===== src/cbm_pkg.sv =====
// Package for the cartridge bank mapper: operation codes, decode constants and bank helpers.
package cbm_pkg;

    // Operation codes carried on the input tuser
    typedef enum logic [2:0] {
        OP_WRITE_HIGH = 3'd0,
        OP_WRITE_LOW  = 3'd1,
        OP_READ_LOW   = 3'd2,
        OP_LINE_TICK  = 3'd3,
        OP_PRG_XLATE  = 3'd4,
        OP_CHR_XLATE  = 3'd5
    } op_t;

    // Configuration register indexes
    localparam logic CFG_PRG_BANKS = 1'b0;
    localparam logic CFG_CHR_BANKS = 1'b1;

    localparam int PRG_SLOT_W = 9;
    localparam int CHR_SLOT_W = 11;

    // Bank count limits; counts are powers of two, so the wrap is a mask
    localparam logic [9:0]  MAX_PRG_BANKS = 10'd512;
    localparam logic [11:0] MAX_CHR_BANKS = 12'd2048;
    localparam logic [11:0] CHR_MODE_LIMIT = 12'd256;

    // Reset values of the configuration registers
    localparam logic [9:0]  PRG_BANKS_RST = 10'd32;
    localparam logic [11:0] CHR_BANKS_RST = 12'd256;
    localparam logic [7:0]  CHR_MODE_RST  = 8'h30;

    // Write decode, high area
    localparam logic [15:0] ADDR_OUTER_0  = 16'h8000;
    localparam logic [15:0] ADDR_OUTER_1  = 16'hB000;
    localparam logic [15:0] ADDR_OUTER_2  = 16'hB0FF;
    localparam logic [15:0] ADDR_OUTER_3  = 16'hB1FF;
    localparam logic [15:0] ADDR_CHR_MODE = 16'h8100;
    localparam logic [15:0] ADDR_CNT_LO   = 16'h8200;
    localparam logic [15:0] ADDR_CNT_HI   = 16'h8201;
    localparam logic [15:0] ADDR_PRG_BASE = 16'h8300;
    localparam logic [15:0] ADDR_CHR_BASE = 16'h8310;
    localparam logic [15:0] ADDR_PRG_PAIR = 16'h8318;

    // Low area
    localparam logic [15:0] ADDR_LATCH_LO = 16'h5101;
    localparam logic [15:0] ADDR_LATCH_HI = 16'h5103;
    localparam logic [15:0] LATCH_MATCH   = 16'h5100;

    // Windows for translation
    localparam logic [15:0] PRG_WINDOW    = 16'h8000;
    localparam logic [15:0] CHR_WINDOW    = 16'h2000;

    localparam logic [7:0]  OUTER_MASK    = 8'h30;
    localparam logic [7:0]  UPPER_LOW     = 8'h0F;
    localparam logic [1:0]  MIRROR_MASK   = 2'h3;
    localparam logic [15:0] LINE_STEP     = 16'd114;

    // 8K program bank wrap
    function automatic logic [PRG_SLOT_W-1:0] prg_wrap(input logic [9:0] bank,
                                                       input logic [9:0] mask);
        logic [9:0] m;
        m = bank & mask;
        return m[PRG_SLOT_W-1:0];
    endfunction

    // 1K pattern bank wrap
    function automatic logic [CHR_SLOT_W-1:0] chr_wrap(input logic [10:0] bank,
                                                       input logic [11:0] mask);
        logic [11:0] m;
        m = {1'b0, bank} & mask;
        return m[CHR_SLOT_W-1:0];
    endfunction

    // First slot of the 2K pair loaded by a pattern write in 2K mode
    function automatic logic [2:0] chr_pair(input logic [2:0] idx);
        logic [2:0] p;
        unique case (idx)
            3'd0:    p = 3'd0;
            3'd1:    p = 3'd2;
            3'd2:    p = 3'd4;
            3'd3:    p = 3'd6;
            3'd4:    p = 3'd4;
            3'd5:    p = 3'd6;
            3'd6:    p = 3'd4;
            default: p = 3'd6;
        endcase
        return p;
    endfunction

endpackage


===== src/cartridge_bank_mapper_with_line_irq.sv =====
// Cartridge bank mapper with scanline interrupt counter, top level.
//
//  channel  | direction | handshake          | payload
//  ---------+-----------+--------------------+-----------------------------------------
//  s_       | in        | s_tvalid/s_tready  | tuser: operation; tdata: address, data
//  m_       | out       | m_tvalid/m_tready  | tdata: read, irq, prg/chr address, mirror
//  cfg_     | in        | cfg_wr_en          | cfg_addr: register, cfg_wdata: value
//
// One transaction in, one transaction out. Each passes through an input
// register, then the decode/lookup/update logic into the result register.
// A new transaction is taken every cycle while the output is drained; the
// bank slots and counter update in the cycle the transaction moves to the
// output register, so the next one sees them at once.
// Reset is synchronous, active low; it restores the default bank layout.
// A stall on m_tready holds the result and backs up into s_tready.
module cartridge_bank_mapper_with_line_irq
    import cbm_pkg::*;
(
    input  logic        aclk,
    input  logic        aresetn,

    input  logic        s_tvalid,
    output logic        s_tready,
    input  logic [23:0] s_tdata,    // [15:0] address, [23:16] write_data
    input  logic [2:0]  s_tuser,    // [2:0] operation

    output logic        m_tvalid,
    input  logic        m_tready,
    output logic [55:0] m_tdata,    // [7:0] read_data, [8] irq_request,
                                    // [30:9] prg_address, [51:31] chr_address,
                                    // [53:52] mirroring, [55:54] zero

    input  logic        cfg_wr_en,
    input  logic        cfg_addr,
    input  logic [11:0] cfg_wdata
);

    // Configuration
    logic [9:0]  prg_banks_reg;
    logic [11:0] chr_banks_reg;

    // Input stage
    logic        in_valid_reg;
    op_t         in_op_reg;
    logic [15:0] in_addr_reg;
    logic [7:0]  in_data_reg;

    // Output stage
    logic        out_valid_reg;
    logic [55:0] out_tdata_reg;
    logic [55:0] out_tdata_next;

    // Mapper state
    logic [PRG_SLOT_W-1:0] prg_slot_reg  [4];
    logic [PRG_SLOT_W-1:0] prg_slot_next [4];
    logic [CHR_SLOT_W-1:0] chr_slot_reg  [8];
    logic [CHR_SLOT_W-1:0] chr_slot_next [8];
    logic [7:0]  outer_mode_reg, outer_mode_next;
    logic [7:0]  chr_mode_reg,   chr_mode_next;
    logic [7:0]  latch_reg,      latch_next;
    logic [9:0]  chr_high_reg,   chr_high_next;
    logic [15:0] line_count_reg, line_count_next;
    logic        count_en_reg,   count_en_next;
    logic [1:0]  mirror_reg,     mirror_next;

    logic        out_ready;
    logic        fire;

    // Bank wrap masks
    logic [9:0]  prg_n;
    logic [9:0]  prg_mask;
    logic [11:0] chr_n;
    logic [11:0] chr_mask;

    // Result fields
    logic [7:0]  rd;
    logic        irq;
    logic [21:0] pa;
    logic [20:0] ca;

    // Decode helpers
    logic [9:0]  b16;
    logic [9:0]  chr_v;
    logic [2:0]  cidx;
    logic [2:0]  cpair;
    logic [7:0]  pair_bank;

    assign out_ready = !out_valid_reg || m_tready;
    assign fire      = in_valid_reg && out_ready;
    assign s_tready  = !in_valid_reg || out_ready;
    assign m_tvalid  = out_valid_reg;
    assign m_tdata   = out_tdata_reg;

    // Clamp the bank counts; the mask is count-1 for power-of-two sizes
    always_comb begin
        if (prg_banks_reg > MAX_PRG_BANKS) begin
            prg_n = MAX_PRG_BANKS;
        end else if (prg_banks_reg == 10'd0) begin
            prg_n = 10'd1;
        end else begin
            prg_n = prg_banks_reg;
        end
        prg_mask = prg_n - 10'd1;
        chr_n    = (chr_banks_reg > MAX_CHR_BANKS) ? MAX_CHR_BANKS : chr_banks_reg;
        chr_mask = chr_n - 12'd1;
    end

    always_comb begin
        prg_slot_next   = prg_slot_reg;
        chr_slot_next   = chr_slot_reg;
        outer_mode_next = outer_mode_reg;
        chr_mode_next   = chr_mode_reg;
        latch_next      = latch_reg;
        chr_high_next   = chr_high_reg;
        line_count_next = line_count_reg;
        count_en_next   = count_en_reg;
        mirror_next     = mirror_reg;
        rd  = '0;
        irq = 1'b0;
        pa  = '0;
        ca  = '0;

        // 16K pair bank for the outer-mode writes: data, then the upper pair
        b16       = {2'b00, in_data_reg};
        pair_bank = (in_data_reg & OUTER_MASK) | UPPER_LOW;
        chr_v     = chr_high_reg ^ {2'b00, in_data_reg};
        cidx      = in_addr_reg[2:0];
        cpair     = chr_pair(cidx);

        unique case (in_op_reg)
            OP_WRITE_HIGH: begin
                priority if (in_addr_reg == ADDR_OUTER_0 || in_addr_reg == ADDR_OUTER_1 ||
                             in_addr_reg == ADDR_OUTER_2 || in_addr_reg == ADDR_OUTER_3) begin
                    outer_mode_next  = in_data_reg;
                    chr_high_next    = {in_data_reg[5:4], 8'h00};
                    prg_slot_next[0] = prg_wrap({b16[8:0], 1'b0}, prg_mask);
                    prg_slot_next[1] = prg_wrap({b16[8:0], 1'b1}, prg_mask);
                    prg_slot_next[2] = prg_wrap({1'b0, pair_bank, 1'b0}, prg_mask);
                    prg_slot_next[3] = prg_wrap({1'b0, pair_bank, 1'b1}, prg_mask);
                end else if (in_addr_reg == ADDR_CHR_MODE) begin
                    if (chr_banks_reg <= CHR_MODE_LIMIT) begin
                        chr_mode_next = in_data_reg;
                    end
                    mirror_next = in_data_reg[1:0] & MIRROR_MASK;
                end else if (in_addr_reg == ADDR_CNT_LO) begin
                    line_count_next = {line_count_reg[15:8], in_data_reg};
                end else if (in_addr_reg == ADDR_CNT_HI) begin
                    line_count_next = {in_data_reg, line_count_reg[7:0]};
                    count_en_next   = (in_data_reg != 8'd0);
                end else if (in_addr_reg[15:2] == ADDR_PRG_BASE[15:2] &&
                             in_addr_reg[1:0] != 2'd3) begin
                    prg_slot_next[in_addr_reg[1:0]] = prg_wrap(b16, prg_mask);
                end else if (in_addr_reg[15:3] == ADDR_CHR_BASE[15:3]) begin
                    // Pattern RAM (count zero) keeps its fixed layout
                    if (chr_n != 12'd0) begin
                        if (chr_mode_reg[5:4] == 2'b11) begin
                            chr_slot_next[cidx] = chr_wrap({1'b0, chr_v}, chr_mask);
                        end else if (chr_mode_reg[5:4] != 2'b00) begin
                            chr_slot_next[cpair] = chr_wrap({chr_v, 1'b0}, chr_mask);
                            chr_slot_next[{cpair[2:1], 1'b1}] =
                                chr_wrap({chr_v, 1'b1}, chr_mask);
                        end
                    end
                end else if (in_addr_reg == ADDR_PRG_PAIR) begin
                    prg_slot_next[0] = prg_wrap(
                        {1'b0, (outer_mode_reg & OUTER_MASK) | in_data_reg, 1'b0}, prg_mask);
                    prg_slot_next[1] = prg_wrap(
                        {1'b0, (outer_mode_reg & OUTER_MASK) | in_data_reg, 1'b1}, prg_mask);
                end else begin
                    // unmapped address: ignored
                end
            end
            OP_WRITE_LOW: begin
                if (in_addr_reg >= ADDR_LATCH_LO && in_addr_reg <= ADDR_LATCH_HI) begin
                    latch_next = in_data_reg;
                end
            end
            OP_READ_LOW: begin
                rd = ((in_addr_reg & LATCH_MATCH) == LATCH_MATCH) ? latch_reg
                                                                  : in_addr_reg[15:8];
            end
            OP_LINE_TICK: begin
                // Interrupt fires on every line once the count reaches one step
                if (count_en_reg) begin
                    if (line_count_reg <= LINE_STEP) begin
                        irq = 1'b1;
                    end else begin
                        line_count_next = line_count_reg - LINE_STEP;
                    end
                end
            end
            OP_PRG_XLATE: begin
                if (in_addr_reg >= PRG_WINDOW) begin
                    pa = {prg_slot_reg[in_addr_reg[14:13]], in_addr_reg[12:0]};
                end
            end
            OP_CHR_XLATE: begin
                if (in_addr_reg < CHR_WINDOW) begin
                    ca = {chr_slot_reg[in_addr_reg[12:10]], in_addr_reg[9:0]};
                end
            end
            default: begin
                // undefined operation codes change nothing
            end
        endcase

        out_tdata_next = {2'b00, mirror_next, ca, pa, irq, rd};
    end

    always_ff @(posedge aclk) begin
        if (!aresetn) begin
            prg_banks_reg   <= PRG_BANKS_RST;
            chr_banks_reg   <= CHR_BANKS_RST;
            in_valid_reg    <= 1'b0;
            out_valid_reg   <= 1'b0;
            // Default layout for a 32-bank program ROM
            prg_slot_reg[0] <= 9'd0;
            prg_slot_reg[1] <= 9'd1;
            prg_slot_reg[2] <= 9'd30;
            prg_slot_reg[3] <= 9'd31;
            for (int i = 0; i < 8; i++) begin
                chr_slot_reg[i] <= CHR_SLOT_W'(i);
            end
            outer_mode_reg  <= 8'd0;
            chr_mode_reg    <= CHR_MODE_RST;
            latch_reg       <= 8'd0;
            chr_high_reg    <= 10'd0;
            line_count_reg  <= 16'd0;
            count_en_reg    <= 1'b0;
            mirror_reg      <= 2'd0;
        end else begin
            if (cfg_wr_en) begin
                unique case (cfg_addr)
                    CFG_PRG_BANKS: prg_banks_reg <= cfg_wdata[9:0];
                    default:       chr_banks_reg <= cfg_wdata;
                endcase
            end

            if (s_tready) begin
                in_valid_reg <= s_tvalid;
            end
            if (out_ready) begin
                out_valid_reg <= in_valid_reg;
            end

            if (fire) begin
                prg_slot_reg   <= prg_slot_next;
                chr_slot_reg   <= chr_slot_next;
                outer_mode_reg <= outer_mode_next;
                chr_mode_reg   <= chr_mode_next;
                latch_reg      <= latch_next;
                chr_high_reg   <= chr_high_next;
                line_count_reg <= line_count_next;
                count_en_reg   <= count_en_next;
                mirror_reg     <= mirror_next;
            end
        end
    end

    // Payload registers, no reset
    always_ff @(posedge aclk) begin
        if (s_tready && s_tvalid) begin
            in_op_reg   <= op_t'(s_tuser);
            in_addr_reg <= s_tdata[15:0];
            in_data_reg <= s_tdata[23:16];
        end
        if (fire) begin
            out_tdata_reg <= out_tdata_next;
        end
    end

endmodule

===== config.mk =====
export PLATFORM = sky130hd
export DESIGN_NAME = cartridge_bank_mapper_with_line_irq
export DESIGN_NICKNAME = d
export VERILOG_FILES = /design/src/cbm_pkg.sv /design/src/cartridge_bank_mapper_with_line_irq.sv
export SDC_FILE = /design/constraint.sdc
export NUM_CORES = 1
export LEC_CHECK = 0
export ABC_AREA = 1
export ABC_CLOCK_PERIOD_IN_PS = 3000
export BUFFER_PORTS_ARGS = -buffer_cell sky130_fd_sc_hd__buf_2
export CORE_ASPECT_RATIO = 0.8
export CORE_MARGIN = 4
export CORE_UTILIZATION = 46
export CTS_CLUSTER_DIAMETER = 200
export DETAILED_ROUTE_END_ITERATION = 6
export GPL_TIMING_DRIVEN = 1
export HOLD_SLACK_MARGIN = 0.06
export PLACE_DENSITY = 0.65
export SKIP_LAST_GASP = 1
export SLEW_MARGIN = 0
export SYNTH_ARGS = -nofsm -noshare
export SYNTH_HDL_FRONTEND = slang
export SYNTH_SLANG_ARGS = --single-unit
export TNS_END_PERCENT = 50

===== constraint.sdc =====
create_clock -name aclk -period 3 [get_ports aclk]
set_input_delay 0.15 -clock aclk [delete_from_list [all_inputs] [get_ports aclk]]
set_output_delay 0.15 -clock aclk [all_outputs]
set_load 0.05 [all_outputs]

==> impl_metrics.xml <==
<?xml version="1.0" encoding="UTF-8"?>
<metrics>
  <group name="worst_setup_path">
    <metric name="cp_top_family" unit="">simple AND/OR/NAND/NOR gates</metric>
    <metric name="r2r.worst_path.cells" unit="">11</metric>
    <metric name="critPathSlowestCell" unit="">sky130_fd_sc_hd__edfxtp_1</metric>
    <metric name="timing.critical_path.to_type" unit="">flop</metric>
    <metric name="r2r-end" unit="">chr_slot_reg[30]</metric>
    <metric name="timing.rr.start" unit="">in_addr_reg[14]</metric>
    <metric name="required_time_of_the_worst_setup_path" unit="ns">3.50</metric>
    <metric name="crit_type" unit="">flop to flop</metric>
    <metric name="r2r_setup_slack" unit="ns">0.25</metric>
    <metric name="critical_path_peak_fanout" unit="">11</metric>
    <metric name="crit_path_cell_trace" unit="">nor2_4 -&gt; nand3_1 -&gt; nor3_1 -&gt; nand2_1 -&gt; nor2_2 -&gt; nand2_8 -&gt; nor2_2 -&gt; inv_1 -&gt; a21oi_1 -&gt; nand2_1 -&gt; inv_1</metric>
    <metric name="startpoint_kind_of_the_worst_setup_timing_path" unit="">flop</metric>
    <metric name="worstPathArrival" unit="ns">3.25</metric>
    <metric name="cpPeakStageDelay" unit="ns">0.51</metric>
    <metric name="crit_buf_inv" unit="">2</metric>
  </group>
  <group name="drt">
    <metric name="firstDrtPassIters" unit="">5</metric>
    <metric name="antenna_violating_nets_post_route" unit="">0</metric>
    <metric name="num_vias" unit="">13281</metric>
    <metric name="drt_wl_total" unit="um">44700</metric>
    <metric name="route.detailed.vias_per_inst" unit="">5.77</metric>
    <metric name="drc_errors" unit="">0</metric>
    <metric name="dr.first_iter.drc_count" unit="">1637</metric>
    <metric name="drt-wirelength-per-cell" unit="um">19.4</metric>
  </group>
  <group name="clocking">
    <metric name="deepest_clock_path_buffer_count" unit="">3</metric>
    <metric name="cts.repair_timing.setup_buffer_count" unit="">0</metric>
    <metric name="cts_htree_levels" unit="">1</metric>
    <metric name="cts_buffers" unit="">27</metric>
    <metric name="clk_pin_slew" unit="ns">0.06</metric>
    <metric name="insertion_delay" unit="ns">0.55</metric>
    <metric name="tritoncts" unit="">done</metric>
    <metric name="numClockSinks" unit="">258</metric>
    <metric name="cts.root.buffer_cell" unit="">sky130_fd_sc_hd__clkbuf_16</metric>
  </group>
  <group name="timing">
    <metric name="totalNegativeSetupSlack" unit="ns">0</metric>
    <metric name="maximum_achievable_frequency" unit="MHz">364</metric>
    <metric name="setup_viol" unit="">0</metric>
    <metric name="final-max-slew-violation-count" unit="">0</metric>
    <metric name="worst_pin_slew" unit="ns">1.03</metric>
    <metric name="final_worst_clock_skew" unit="ns">0.0165</metric>
    <metric name="slew_headroom" unit="%">31.5</metric>
    <metric name="setup_repair_after_global_routing_missed_its_margin" unit="">no</metric>
    <metric name="setup_slack" unit="ns">0.251</metric>
    <metric name="report.final.hold_viol_count" unit="">0</metric>
    <metric name="final.period_utilization" unit="%">91.6</metric>
    <metric name="final.min_clock_period" unit="ns">2.75</metric>
  </group>
  <group name="synth">
    <metric name="synthesis.area_per_instance" unit="um2">7.43</metric>
    <metric name="yosys_register_bits" unit="">258</metric>
    <metric name="post-synth-top-area-cell" unit="">sky130_fd_sc_hd__dfxtp_1</metric>
    <metric name="synth_mux_area_share" unit="%">0.152</metric>
    <metric name="synth_enable_flop_cells" unit="">81</metric>
    <metric name="post_synth_most_frequent_cells" unit="">sky130_fd_sc_hd__nor2_1, sky130_fd_sc_hd__nand2_1, sky130_fd_sc_hd__o21ai_0</metric>
    <metric name="synthesis.instances" unit="">1768</metric>
    <metric name="synth_largest_type_area_fraction" unit="%">27.0</metric>
    <metric name="synth_top_family_by_area" unit="">simple AND/OR/NAND/NOR gates</metric>
    <metric name="post-synth-top-count-cell" unit="">sky130_fd_sc_hd__nor2_1</metric>
    <metric name="synth_simple_gate_area_share" unit="%">28.6</metric>
    <metric name="postSynth.asyncResetShare" unit="%">0</metric>
    <metric name="synth-warning-count" unit="">0</metric>
    <metric name="yosysUniqueCellTypes" unit="">56</metric>
    <metric name="synthXorXnorAreaFrac" unit="%">0.648</metric>
    <metric name="netlist_top_cells_area" unit="">sky130_fd_sc_hd__dfxtp_1, sky130_fd_sc_hd__edfxtp_1, sky130_fd_sc_hd__nor2_1</metric>
    <metric name="area_fraction_in_compound_gates_after_synthesis" unit="%">17.7</metric>
    <metric name="synth_area" unit="um2">13100</metric>
    <metric name="synth_adder_area_share" unit="%">0.286</metric>
    <metric name="ys_seq_area_share" unit="%">45.5</metric>
    <metric name="ys.flop_type" unit="">sky130_fd_sc_hd__dfxtp_1</metric>
  </group>
  <group name="finish">
    <metric name="final_std_cell_area_no_fill" unit="um2">15400</metric>
    <metric name="synthToLayoutAreaGrowth" unit="%">17.6</metric>
    <metric name="layout.area.seq" unit="um2">5980</metric>
    <metric name="antennaDiodeCount" unit="">0</metric>
    <metric name="fill_cells" unit="">2725</metric>
    <metric name="largest_register_ffs" unit="">88</metric>
    <metric name="multi_input_area" unit="um2">6230</metric>
    <metric name="nets_final" unit="">1959</metric>
    <metric name="fraction_of_layout_instances_using_a_drive_strength_above_1" unit="%">13.3</metric>
  </group>
  <group name="place">
    <metric name="dp_hpwl" unit="um">31500</metric>
    <metric name="setup_slack_at_placement" unit="ns">0.316</metric>
    <metric name="postPlaceCellArea" unit="um2">14000</metric>
    <metric name="globalplace.congestion" unit="">0.981</metric>
    <metric name="port_buffers" unit="">100</metric>
  </group>
  <group name="floorplanning">
    <metric name="rows" unit="">55</metric>
    <metric name="core_area" unit="um2">28200</metric>
    <metric name="fp.dieArea" unit="um2">31300</metric>
    <metric name="initial_standard_cell_utilization_of_the_core" unit="%">46.5</metric>
    <metric name="dieWidth" unit="um">197</metric>
    <metric name="pin_count" unit="">103</metric>
    <metric name="floorplan.die.height" unit="um">159</metric>
  </group>
  <group name="power_and_ir_drop">
    <metric name="p_clk_share" unit="%">41.8</metric>
    <metric name="leakagePower" unit="nW">6.49</metric>
    <metric name="power.density_cell_area" unit="nW/um2">533</metric>
    <metric name="p_switching" unit="mW">2.26</metric>
    <metric name="power.ir.vdd_worst" unit="mV">0.474</metric>
    <metric name="switching_share" unit="%">27.5</metric>
    <metric name="power.internal" unit="mW">5.97</metric>
    <metric name="p_seq_share" unit="%">45.8</metric>
    <metric name="power.share.combinational" unit="%">12.5</metric>
  </group>
  <group name="grt">
    <metric name="overflow" unit="">0</metric>
    <metric name="initial_antenna_violation_count" unit="">0</metric>
    <metric name="grt_pass1_wl" unit="um">69800</metric>
    <metric name="global_route.usage.total" unit="%">27.7</metric>
    <metric name="grt_max_degree" unit="">58</metric>
    <metric name="first_global_vias" unit="">12155</metric>
  </group>
  <group name="min_path">
    <metric name="worst_hold_path.endpoint" unit="">chr_banks_reg[11]</metric>
    <metric name="timing.hold.worst_path_depth" unit="">3</metric>
    <metric name="timing.hold.worst.class" unit="">input port to flop</metric>
    <metric name="min-delay-start" unit="">cfg_wr_en</metric>
  </group>
  <group name="flow_run">
    <metric name="max-cap-violations" unit="">0</metric>
  </group>
  <group name="status">
    <metric name="outcome" unit="">finished, final reports clean</metric>
  </group>
</metrics>
[layout by cell type (no fill, tap or decap), types with 6 or more instances in the layout]
cell,instances
sky130_fd_sc_hd__nor2_1,368
sky130_fd_sc_hd__o41ai_1,6
sky130_fd_sc_hd__buf_2,99
sky130_fd_sc_hd__o21ai_1,26
sky130_fd_sc_hd__inv_2,16
sky130_fd_sc_hd__nand3_1,133
sky130_fd_sc_hd__a31oi_1,12
sky130_fd_sc_hd__dlygate4sd3_1,49
sky130_fd_sc_hd__nand2_2,13
sky130_fd_sc_hd__dfxtp_1,177
sky130_fd_sc_hd__edfxtp_1,81
sky130_fd_sc_hd__o22ai_1,14
sky130_fd_sc_hd__inv_1,119
sky130_fd_sc_hd__nand4_1,41
sky130_fd_sc_hd__o211ai_1,12
sky130_fd_sc_hd__o31ai_1,6
sky130_fd_sc_hd__nor2_2,8
sky130_fd_sc_hd__a221oi_1,6
sky130_fd_sc_hd__buf_4,47
sky130_fd_sc_hd__clkbuf_16,28
sky130_fd_sc_hd__o21ai_0,223
sky130_fd_sc_hd__nor3_1,19
sky130_fd_sc_hd__a21oi_1,80
sky130_fd_sc_hd__nor2_4,8
sky130_fd_sc_hd__nand2_1,248
sky130_fd_sc_hd__a211oi_1,14
[per-stage QoR]
stage	std cells	hold WS (ns)	total power, mW	utilization [%]
after floorplan	1769	0.249	4.43	-
after global placement	2203	0.326	4.77	49.8
after detailed placement	2203	0.328	4.78	49.8
after CTS	2302	0.139	8.24	54.7
after global routing	2302	0.233	8.49	54.7
final	2302	0.170	8.23	54.7
[layout make-up]
class	count	area share, %
Multi-Input combinational cell	1289	40.3
Clock buffer	39	5.15
Timing Repair Buffer	195	8.67
Inverter	140	3.43
Sequential cell	258	38.7
Tap cell	370	3.00
Clock inverter	11	0.729
[worst min-delay path, stage by stage]
cell	delay, ns
sky130_fd_sc_hd__buf_2	0.11
sky130_fd_sc_hd__nand2_1	0.30
sky130_fd_sc_hd__a21oi_1	0.11
[power groups by stage]
stage	Clock, mW	Combinational (mW)	Sequential (mW)
after floorplan	0	0.524	3.91
after global placement	0	0.939	3.83
after detailed placement	0	0.943	3.84
after CTS	3.48	0.997	3.76
after global routing	3.62	1.10	3.77
final	3.44	1.03	3.76
[metal layers]
metal	vias up	track usage, %	wire length [um]
li1	6278	-	-
met1	6212	44.0	20900
met2	707	39.0	18100
met3	84	4.25	4590
met4	0	6.84	1110
met5	-	0	0
[kinds of logic (layout without fill, tap and decap cells)]
family	count (synthesis)	after routing
DFF	258	258
and+or+nand+nor	859	859
xor gates and xnor gates	8	8
buffers and inverters	222	385
adders and majority gates	3	3
AOI/OAI and AO/OA	415	415
other	1	2
muxes	2	2
[how the worst max path moves through the flow]
stage | startpoint | to | slack (ns) | cells past startpoint
5_1_grt | chr_banks_reg[1] | chr_slot_reg[22] | 0.04 | 15
3_3_place_gp | in_addr_reg[14] | chr_slot_reg[30] | 0.30 | 11
3_5_place_dp | in_addr_reg[14] | chr_slot_reg[30] | 0.32 | 11
2_1_floorplan | m_tvalid | prg_slot_reg[25] | 0.08 | 15
4_1_cts | in_addr_reg[14] | chr_slot_reg[30] | 0.29 | 11
6_report | in_addr_reg[14] | chr_slot_reg[30] | 0.25 | 11
[repair_timing]
item                                    in CTS  in global routing
hold buffers                                49                  0
endpoints found under the setup margin       0                  0
gates resized for setup                      0                  0
endpoints found under the hold margin       55                  0
Note: power is estimated with default switching activity, not from simulation.
